### src/hw/rtl/cwt_pkg.sv
// ---------------------------------------------------------------------------
// CRTC write trap package
// Port codes, register masks, trap constants and the transfer types shared
// by the trap core and the top level.
// ---------------------------------------------------------------------------
package cwt_pkg;

    // Default number of implemented CRTC registers
    localparam int CRTC_REG_COUNT_DEF = 32;

    // Field widths
    localparam int PORT_W = 4;
    localparam int BYTE_W = 8;
    localparam int IDX_W  = 5;

    // Stream packing widths (tdata filled to whole bytes)
    localparam int S_TDATA_W = 16;
    localparam int M_TDATA_W = 16;

    // Access kinds
    localparam logic OP_READ  = 1'b0;
    localparam logic OP_WRITE = 1'b1;

    // Port offsets inside the window
    localparam logic [PORT_W-1:0] PORT_INDEX   = 4'd4;
    localparam logic [PORT_W-1:0] PORT_DATA    = 4'd5;
    localparam logic [PORT_W-1:0] PORT_MODE    = 4'd8;
    localparam logic [PORT_W-1:0] PORT_STATUS  = 4'd13;
    localparam logic [PORT_W-1:0] PORT_CONTROL = 4'd14;
    localparam logic [PORT_W-1:0] PORT_LATCH   = 4'd15;

    // Trap control and status bits
    localparam int CTRL_TRAP_OFF_BIT = 6;    // 0x40: trapping disabled
    localparam int CTRL_NMI_EN_BIT   = 7;    // 0x80: NMI enable
    localparam logic [BYTE_W-1:0] STATUS_TRAP_FLAG = 8'h20;
    localparam logic [BYTE_W-1:0] STATUS_MODE_FLAG = 8'h80;
    localparam logic [BYTE_W-1:0] STATUS_CTRL_INIT = 8'h1f;
    localparam logic [BYTE_W-1:0] STATUS_NMI_FLAG  = 8'h40;
    localparam logic [BYTE_W-1:0] STATUS_KEEP_MASK = 8'h1f;
    localparam logic [BYTE_W-1:0] CTRL_READ_MASK   = 8'hc7;
    localparam logic [BYTE_W-1:0] CTRL_READ_SET    = 8'h10;
    localparam logic [BYTE_W-1:0] UNCLAIMED_DATA   = 8'hff;
    localparam logic [IDX_W-1:0]  TRAP_MAX_INDEX   = 5'd11;

    // Writable bits of each CRTC register
    localparam logic [BYTE_W-1:0] REG_MASK [32] = '{
        8'hff, 8'hff, 8'hff, 8'hff, 8'h7f, 8'h1f, 8'h7f, 8'h7f,
        8'hf3, 8'h1f, 8'h7f, 8'h1f, 8'h3f, 8'hff, 8'h3f, 8'hff,
        8'hff, 8'hff, 8'h00, 8'h00, 8'h00, 8'h00, 8'h00, 8'h00,
        8'h00, 8'h00, 8'h00, 8'h00, 8'h00, 8'h00, 8'h00, 8'h00
    };

    // One bus access
    typedef struct packed {
        logic              op;
        logic [PORT_W-1:0] port;
        logic [BYTE_W-1:0] data;
    } t_item;

    // One access result
    typedef struct packed {
        logic [BYTE_W-1:0] read_data;
        logic              claimed;
        logic              nmi_request;
    } t_result;

endpackage

### src/hw/rtl/cwt_core.sv
// ---------------------------------------------------------------------------
// CRTC write trap core
// Holds the CRTC index, register file, mode and trap registers; serves one
// access per cycle and updates the state when the access is taken.
// ---------------------------------------------------------------------------
module cwt_core #(
    parameter int CRTC_REG_COUNT = cwt_pkg::CRTC_REG_COUNT_DEF
) (
    input  logic              i_clk,
    input  logic              i_rst_n,
    input  logic              i_fire,
    input  cwt_pkg::t_item    i_item,
    output cwt_pkg::t_result  o_result
);
    import cwt_pkg::*;

    localparam int AW = $clog2(CRTC_REG_COUNT);
    localparam logic [IDX_W:0] REG_COUNT_W = (IDX_W+1)'(CRTC_REG_COUNT);

    logic [IDX_W-1:0]  r_crtc_index, n_crtc_index;
    logic [BYTE_W-1:0] r_crtc_file [CRTC_REG_COUNT];
    logic [BYTE_W-1:0] r_mode_reg, n_mode_reg;
    logic [BYTE_W-1:0] r_trap_status, n_trap_status;
    logic [BYTE_W-1:0] r_trap_control, n_trap_control;
    logic [BYTE_W-1:0] r_trapped_data, n_trapped_data;
    logic              r_nmi_line, n_nmi_line;

    logic              idx_in_file;
    logic [BYTE_W-1:0] idx_mask;
    logic [BYTE_W-1:0] file_rd;
    logic              trap_hit;
    logic              file_we;
    logic [BYTE_W-1:0] rd;
    logic              claimed;

    // Look up the indexed register; entries beyond the file read as zero
    assign idx_in_file = ({1'b0, r_crtc_index} < REG_COUNT_W);
    assign idx_mask    = idx_in_file ? REG_MASK[r_crtc_index] : '0;
    assign file_rd     = idx_in_file ? r_crtc_file[r_crtc_index[AW-1:0]] : '0;

    // Trap a data write to the low registers while trapping is on
    assign trap_hit = !r_trap_control[CTRL_TRAP_OFF_BIT] && (r_crtc_index <= TRAP_MAX_INDEX);

    // Decode the access and form the next state
    always_comb begin
        n_crtc_index   = r_crtc_index;
        n_mode_reg     = r_mode_reg;
        n_trap_status  = r_trap_status;
        n_trap_control = r_trap_control;
        n_trapped_data = r_trapped_data;
        n_nmi_line     = r_nmi_line;
        file_we        = 1'b0;
        rd             = UNCLAIMED_DATA;
        claimed        = 1'b1;
        if (i_item.op == OP_WRITE) begin
            unique case (i_item.port)
                PORT_INDEX: begin
                    n_crtc_index = i_item.data[IDX_W-1:0];
                end
                PORT_DATA: begin
                    if (trap_hit) begin
                        if (r_trap_control[CTRL_NMI_EN_BIT]) begin
                            n_nmi_line = 1'b1;
                        end
                        n_trap_status  = STATUS_TRAP_FLAG | BYTE_W'(r_crtc_index);
                        n_trapped_data = i_item.data;
                    end else begin
                        file_we = idx_in_file;
                    end
                end
                PORT_MODE: begin
                    n_mode_reg    = i_item.data;
                    n_trap_status = r_trap_status | STATUS_MODE_FLAG;
                    if (r_trap_control[CTRL_NMI_EN_BIT]) begin
                        n_nmi_line = 1'b1;
                    end
                end
                PORT_CONTROL: begin
                    n_trap_control = i_item.data;
                    n_trap_status  = i_item.data[CTRL_NMI_EN_BIT] ?
                                     (STATUS_CTRL_INIT | STATUS_NMI_FLAG) : STATUS_CTRL_INIT;
                end
                default: begin
                    claimed = 1'b0;
                end
            endcase
        end else begin
            unique case (i_item.port)
                PORT_INDEX: begin
                    rd = BYTE_W'(r_crtc_index);
                end
                PORT_DATA: begin
                    rd = file_rd;
                end
                PORT_MODE: begin
                    rd = r_mode_reg;
                end
                PORT_STATUS: begin
                    rd            = r_trap_status;
                    n_trap_status = r_trap_status & STATUS_KEEP_MASK;
                    n_nmi_line    = 1'b0;
                end
                PORT_CONTROL: begin
                    rd = (r_trap_control & CTRL_READ_MASK) | CTRL_READ_SET;
                end
                PORT_LATCH: begin
                    rd = r_trapped_data;
                end
                default: begin
                    claimed = 1'b0;
                end
            endcase
        end
    end

    assign o_result.read_data   = rd;
    assign o_result.claimed     = claimed;
    assign o_result.nmi_request = n_nmi_line;

    // Advance the control and trap registers on each taken access
    always_ff @(posedge i_clk) begin
        if (!i_rst_n) begin
            r_crtc_index   <= '0;
            r_mode_reg     <= '0;
            r_trap_status  <= '0;
            r_trap_control <= '0;
            r_trapped_data <= '0;
            r_nmi_line     <= 1'b0;
        end else if (i_fire) begin
            r_crtc_index   <= n_crtc_index;
            r_mode_reg     <= n_mode_reg;
            r_trap_status  <= n_trap_status;
            r_trap_control <= n_trap_control;
            r_trapped_data <= n_trapped_data;
            r_nmi_line     <= n_nmi_line;
        end
    end

    // Clear the register file on reset, store masked data on untrapped writes
    always_ff @(posedge i_clk) begin
        if (!i_rst_n) begin
            for (int i = 0; i < CRTC_REG_COUNT; i++) begin
                r_crtc_file[i] <= '0;
            end
        end else if (i_fire && file_we) begin
            r_crtc_file[r_crtc_index[AW-1:0]] <= i_item.data & idx_mask;
        end
    end

    // A status read always drops the NMI
    a_status_read_clears_nmi: assert property (@(posedge i_clk) disable iff (!i_rst_n)
        i_fire && i_item.op == OP_READ && i_item.port == PORT_STATUS |=> !r_nmi_line)
        else $error("NMI still high after status read");

    // The NMI only rises while NMI enable was set
    a_nmi_needs_enable: assert property (@(posedge i_clk) disable iff (!i_rst_n)
        $rose(r_nmi_line) |-> $past(r_trap_control[CTRL_NMI_EN_BIT]))
        else $error("NMI raised with NMI enable clear");

    // A control write leaves the low status bits set
    a_ctrl_write_status: assert property (@(posedge i_clk) disable iff (!i_rst_n)
        i_fire && i_item.op == OP_WRITE && i_item.port == PORT_CONTROL
        |=> r_trap_status[IDX_W-1:0] == STATUS_CTRL_INIT[IDX_W-1:0])
        else $error("status low bits wrong after control write");

    // An index write takes the low five data bits
    a_index_write: assert property (@(posedge i_clk) disable iff (!i_rst_n)
        i_fire && i_item.op == OP_WRITE && i_item.port == PORT_INDEX
        |=> r_crtc_index == $past(i_item.data[IDX_W-1:0]))
        else $error("CRTC index not loaded");

endmodule

### src/hw/rtl/crtc_write_trap_with_nmi.sv
// ---------------------------------------------------------------------------
// CRTC write trap with NMI
// Serves bus accesses to a 16-port CRTC register window, traps CRTC data
// writes and mode writes, and drives a trap NMI level.
// ---------------------------------------------------------------------------
// The block takes one access per clock while the result side keeps up and
// returns one result per access: an input register holds the access, the
// trap core decodes it against the current state and updates that state as
// the access moves on, and a result register holds the answer until it is
// taken. Accesses are served strictly in order, so back-to-back reads and
// writes see each other's effects as on the real bus. The result register
// and the input register stall together when the result side holds off.
module crtc_write_trap_with_nmi #(
    parameter int CRTC_REG_COUNT = cwt_pkg::CRTC_REG_COUNT_DEF
) (
    input  logic                           i_clk,
    input  logic                           i_rst_n,
    input  logic                           i_s_tvalid,
    output logic                           o_s_tready,
    input  logic [cwt_pkg::S_TDATA_W-1:0]  i_s_tdata,  // port_offset[3:0], write_data[11:4]
    input  logic                           i_s_tuser,  // operation
    output logic                           o_m_tvalid,
    input  logic                           i_m_tready,
    output logic [cwt_pkg::M_TDATA_W-1:0]  o_m_tdata,  // read_data[7:0], nmi_request[8]
    output logic                           o_m_tuser   // claimed
);
    import cwt_pkg::*;

    logic    r_in_valid;
    t_item   r_in_item;
    logic    r_out_valid;
    t_result r_out_res;
    t_result core_res;
    logic    out_free;
    logic    advance;

    // Move the held access forward when the result register can take it
    assign out_free   = !r_out_valid || i_m_tready;
    assign advance    = r_in_valid && out_free;
    assign o_s_tready = !r_in_valid || advance;

    // Hold the accepted access
    always_ff @(posedge i_clk) begin
        if (!i_rst_n) begin
            r_in_valid <= 1'b0;
        end else if (o_s_tready) begin
            r_in_valid <= i_s_tvalid;
        end
    end

    always_ff @(posedge i_clk) begin
        if (o_s_tready && i_s_tvalid) begin
            r_in_item.op   <= i_s_tuser;
            r_in_item.port <= i_s_tdata[PORT_W-1:0];
            r_in_item.data <= i_s_tdata[PORT_W +: BYTE_W];
        end
    end

    cwt_core #(
        .CRTC_REG_COUNT (CRTC_REG_COUNT)
    ) u_core (
        .i_clk    (i_clk),
        .i_rst_n  (i_rst_n),
        .i_fire   (advance),
        .i_item   (r_in_item),
        .o_result (core_res)
    );

    // Hold the result until its transfer completes
    always_ff @(posedge i_clk) begin
        if (!i_rst_n) begin
            r_out_valid <= 1'b0;
        end else if (out_free) begin
            r_out_valid <= r_in_valid;
        end
    end

    always_ff @(posedge i_clk) begin
        if (advance) begin
            r_out_res <= core_res;
        end
    end

    assign o_m_tvalid = r_out_valid;
    assign o_m_tdata  = M_TDATA_W'({r_out_res.nmi_request, r_out_res.read_data});
    assign o_m_tuser  = r_out_res.claimed;

endmodule
### config.mk
export PLATFORM = sky130hd
export DESIGN_NAME = crtc_write_trap_with_nmi
export DESIGN_NICKNAME = d
export VERILOG_FILES = /design/src/hw/rtl/cwt_pkg.sv /design/src/hw/rtl/cwt_core.sv /design/src/hw/rtl/crtc_write_trap_with_nmi.sv
export SDC_FILE = /design/constraint.sdc
export NUM_CORES = 1
export LEC_CHECK = 0
export BUFFER_PORTS_ARGS = -buffer_cell sky130_fd_sc_hd__buf_4
export CORE_AREA = 2 2 153 155
export CTS_CLUSTER_DIAMETER = 150
export DETAILED_ROUTE_END_ITERATION = 8
export DIE_AREA = 0 0 155 157
export PLACE_DENSITY = 0.78
export SYNTH_ARGS = -nofsm -noshare
export SYNTH_HDL_FRONTEND = slang
export SYNTH_SLANG_ARGS = --single-unit
### constraint.sdc
create_clock -name i_clk -period 3.3 [get_ports i_clk]
set_clock_uncertainty 0.1 [all_clocks]
set_input_delay 0.495 -clock i_clk [delete_from_list [all_inputs] [get_ports i_clk]]
set_output_delay 0.495 -clock i_clk [all_outputs]
set_load 0.01 [all_outputs]
# Yosys cells after proc, flatten, opt, wreduce, memory -nomap -nowiden
# Memories as Yosys holds them, arrays and structs flattened. A register that Yosys moved wholly into a read port is not among the register bits.
# Index checks and enable logic that the tools add are counted.
[classes]
n_addsub = 0
n_mul = 0
div_mod_pow = 0
n_lt_le_gt_ge = 2
n_eq_ne = 11
n_shift = 0
mux = 28
bitwise = 3
n_reduce_logical = 21
[op_table]
columns = ["operator", "n"]
rows = [
  ["8-bit two-way mux", 6],
  ["8-bit one-hot mux with 6 select lines", 1],
  ["8-bit one-hot mux with 3 select lines", 1],
  ["4-bit equality test (second input constant)", 4],
  ["1-bit two-way mux", 15],
  ["5-bit two-way mux", 3],
  ["5-bit AND reduction", 2],
  ["3-bit AND reduction", 3],
  ["8-bit bitwise AND", 1],
  ["4-bit by 3-bit equality test with 1-bit output (second input constant)", 2],
  ["4-bit AND reduction", 2],
  ["8-bit OR reduction", 1],
  ["7-bit two-way mux", 1],
  ["6-bit >= comparator (second input constant)", 1],
  ["5-bit NOT with 6-bit output", 1],
  ["6-bit OR reduction", 1],
  ["5-bit by 4-bit <= comparator with 1-bit output (second input constant)", 1],
  ["1-bit logical AND", 4],
  ["4-bit by 1-bit != test with 1-bit output (second input constant)", 1],
  ["2-bit nonzero test", 2],
  ["4-bit OR reduction", 1],
  ["1-bit logical NOT", 3],
  ["3-bit by 1-bit != test with 1-bit output (second input constant)", 1],
  ["3-bit by 2-bit != test with 1-bit output (second input constant)", 1],
  ["5 further kinds", 6],
]
[totals]
register_bits = 63
latch_bits = 0
ram_bits = 256
rom_bits = 256
input_bits = 21
wordCells = 83
memories = 2
[mem_list]
columns = ["memory", "depth", "word_bits", "rd", "rd_clocked_by_memory_dff", "write_ports", "line", "text"]
rows = [
  ["(name not given)", 32, 8, 1, 0, 0, "cwt_core.sv:38", "assign idx_mask = idx_in_file ? REG_MASK[r_crtc_index] : '0;"],
  ["u_core.r_crtc_file", 32, 8, 1, 1, 32, "cwt_core.sv:21", "logic [BYTE_W-1:0] r_crtc_file [CRTC_REG_COUNT];"],
]

# Longest topological paths before layout
[depth]
depth_word = 11
depth_mapped = 9

# Modules after synthesis
# Synthesis repeated with hierarchy kept, for this count alone.
[hier_totals]
hier_cells = 992
hier_area_um2 = 13750.7
[by_module_without_submodules]
columns = ["mod", "n_inst", "cells_each", "area_each_um2"]
rows = [
  ["cwt_core", 1, 952, 12899.9],
  ["crtc_write_trap_with_nmi", 1, 40, 850.8],
]

# Worst setup path before layout
# OpenSTA, ideal clock, no wires.
[synth_path]
kind = "input port to flip-flop"
startpoint = "in i_m_tready"
endpoint = "mem u_core.r_crtc_file[19][0] (enable)"
setup_time_ns = 0.384
arrival_ns = 2.158
t_required_ns = 2.816
path_slack_ns = 0.658
path_stages = 4
path_buffers = 0
path_cell_list = "nand2b_1 > nand4_1 > or4_1 > o21ai_0"
[synth_lines]
columns = ["element", "line", "text"]
rows = [
  ["from (decl)", "crtc_write_trap_with_nmi.sv:23", "input logic i_m_tready,"],
  ["to (decl)", "cwt_core.sv:21", ""],
]

==> summary.txt <==
Die W - 155 um
#FFs+latches synth - 321
Clock share of power - 40.2%
Pre-antenna DRT Iters - 5
Via count - 8647
Static leakage - 0.00565 uW
GRT Util Overall - 25.8%
Post-synthesis mux area share - 13.0%
Root Buffer - clkbuf_16
Unique masters post-synth - 62
# DRC - 0
Total core area - 22500 um^2
First-pass GRT wire length - 47100 um
Top-Level Pins - 40
Hold Crit Start - i_s_tdata[0]
Die area - 24300 um^2
CTS sink cnt - 321
Initial antenna violation count - 0
MaxCap Viol Count - 0
Setup WS pre-CTS - 0.252 ns
Startpoint types - flop
Max reg flops - 256
Share of layout cells above drive strength 1 - 13.4%
Tcrit/Tclk final - 92.0%
Worst Setup Path Type - reg -> reg
Post-Synth Simple-Gate Area - 10.4%
Diode count - 0
Max IR drop VDD - 0.517 mV
Pwr per Cell Area - 531 nW/um^2
Largest family of logic cells by synthesized area - multiplexers
Port Buffer Count - 28
Largest net degree at the start of global routing - 70
Most used cell, CP - nand2_1
Ys flop type - edfxtp_1
Die height - 157 um
Flop pwr share - 55.4%
CP max stage delay - 0.68 ns
Seq/Total Area, Yosys - 66.7%
Resized Gates After CTS - 0
Fin Setup TNS - 0 ns
Most frequent cells in the layout - 279 x edfxtp_1, 140 x nor2_1, 132 x conb_1
RSZ-0062 raised after global routing - false
Post-Syn Area - 13800 um^2
P_sw - 1780 uW
Total grt overflow - 0
Internal - 6690 uW
CP Launch Point - r_in_item[12]
DRT antenna net count - 0
Postcts setup bufs - 0
Least-Margin Pin Slew - 1.02 ns
Synth Area in Adders - 0.0906%
Biggest register - u_core.r_crtc_file
Longest Clk Path Bufs - 3
Cts bufs inserted - 34
DR iter-0 viols - 1001
Row cnt - 55
Max Freq - 329 MHz
Clock transition at path regs - 0.06 ns
CP endpoint kind - flop
DR WL/cell - 20.7 um
Most common cell after layout, fill and taps aside - edfxtp_1
HPWL after detailed placement - 20400 um
H-tree depth - 2
WP data arrival - 3.11 ns
Avg Cell Area, Syn - 13.9 um^2
Final hold violations - 0
Final slew viol count - 0
Via density - 5.85
Synth warn - 0
Number of synthesized flops with an enable pin - 279
Final setup violation count - 0
Critical Path RT - 3.37 ns
Slew HR - 31.7%
Final Worst Setup Slack - 0.263 ns
Compound-cell area share of the yosys netlist - 7.06%
Max FO, Critical Path - 14
RePlAce Congestion - 0.922
RR Startpoint - r_in_item[12]
Initial Util - 61.4%
Cts hold-fix bufs - 0
Crit-path cells - nand4_1, nor3_1, nand2_1, nand2_1
Slowest-stage cell, CP - nor3_1
Outcome - finished clean
Gate Count Post-Synth - 992
R2R setup slack - 0.26 ns
Worst hold-check path type - in -> reg
TritonCTS clock tree - built
Combinational share of power - 4.4%
Drt total wl - 30500 um
Switching Fraction - 21.0%
Number of global-route vias before repair - 8504
Post-synth ARST share - 0%
Layout Nets - 1190
Crit path time final - 3.04 ns
Clock Latency Late Sink - 0.51 ns
Area growth, synth to finish - 15.3%
Xor and xnor area share after synthesis - 0.0634%
## power groups by stage
stage / Combinational, uW / Clock (uW) / Sequential, uW
2_1_floorplan: 245 / 0 / 4740
3_3_place_gp: 355 / 0 / 4760
3_5_place_dp: 363 / 0 / 4770
4_1_cts: 365 / 3440 / 4690
5_1_grt: 405 / 3600 / 4710
6_report: 372 / 3410 / 4690
## cells by family (layout without fill, tap and decap cells)
family,Yosys count,in the layout
other,1,132
XOR/XNOR,1,1
AND/OR/NAND/NOR,319,319
adder cells (fa/ha/maj),1,1
buffers and inverters,77,146
flip-flops,321,321
AO/OA/AOI/OAI,136,136
multiplexers,136,136
## critical path, delay by kind of cell, from the launching register on
family           cells  cell delay (ns)
AND/OR/NAND/NOR      4             1.98
flip-flops           1             0.61
## cells in the mapped netlist (all sizes together), types with 6 or more instances
cell type  instances  area share (%)
nor2b             26             1.2
nor2             141             3.9
nand2             89             2.4
a21boi            16            0.87
a221oi             7            0.44
nor3               6            0.25
mux4              32             5.4
o21a               6            0.33
buf               28             1.3
nand2b             9            0.41
dfxtp             42             6.1
a22oi             27             1.5
a21oi              8            0.29
a211o              7            0.44
mux2i            100             7.2
inv                6            0.16
clkbuf            43             1.2
edfxtp           279              61
nand3             25            0.91
o21ai             29             1.1
## stage by stage
step / cells / hold slack (ns) / util [%] / power [uW] / cell area [um^2]
6_report: 1477 / 0.0678 / 70.8 / 8470 / 15900
5_1_grt: 1477 / 0.0591 / 70.8 / 8710 / 15900
4_1_cts: 1477 / 0.0598 / 70.8 / 8500 / 15900
3_5_place_dp: 1417 / 0.359 / 66.4 / 5140 / 14900
3_3_place_gp: 1417 / 0.350 / 66.4 / 5120 / 14900
2_1_floorplan: 1123 / 0.343 / - / 4990 / 14300
## path summary, 6_finish.rpt
check	end	cells after the start
worst max-delay path	u_core.r_crtc_file[14][7]	4
worst min-delay path	r_in_item[8]	1
worst max register to register	u_core.r_crtc_file[14][7]	4
worst min register to register	u_core.r_mode_reg[0]	2
## routing by layer
metal | track usage (%) | vias to the layer above | share of wire, %
met5 | 0 | - | 0
met3 | 4.27 | 52 | 7.5
met1 | 35.1 | 4273 | 41
met4 | 7.19 | 0 | 2.4
li1 | - | 3961 | -
met2 | 43.5 | 361 | 49
## final cells by class
class | count | area [um^2]
inverter | 6 | 22.5
clock buffer | 49 | 917
tap | 285 | 357
fill | 1504 | 6570
clock inverter | 11 | 68.8
sequential | 321 | 9220
timing repair buffer | 80 | 613
multi-input combinational | 725 | 4730
(Power assumes the default switching activity.)
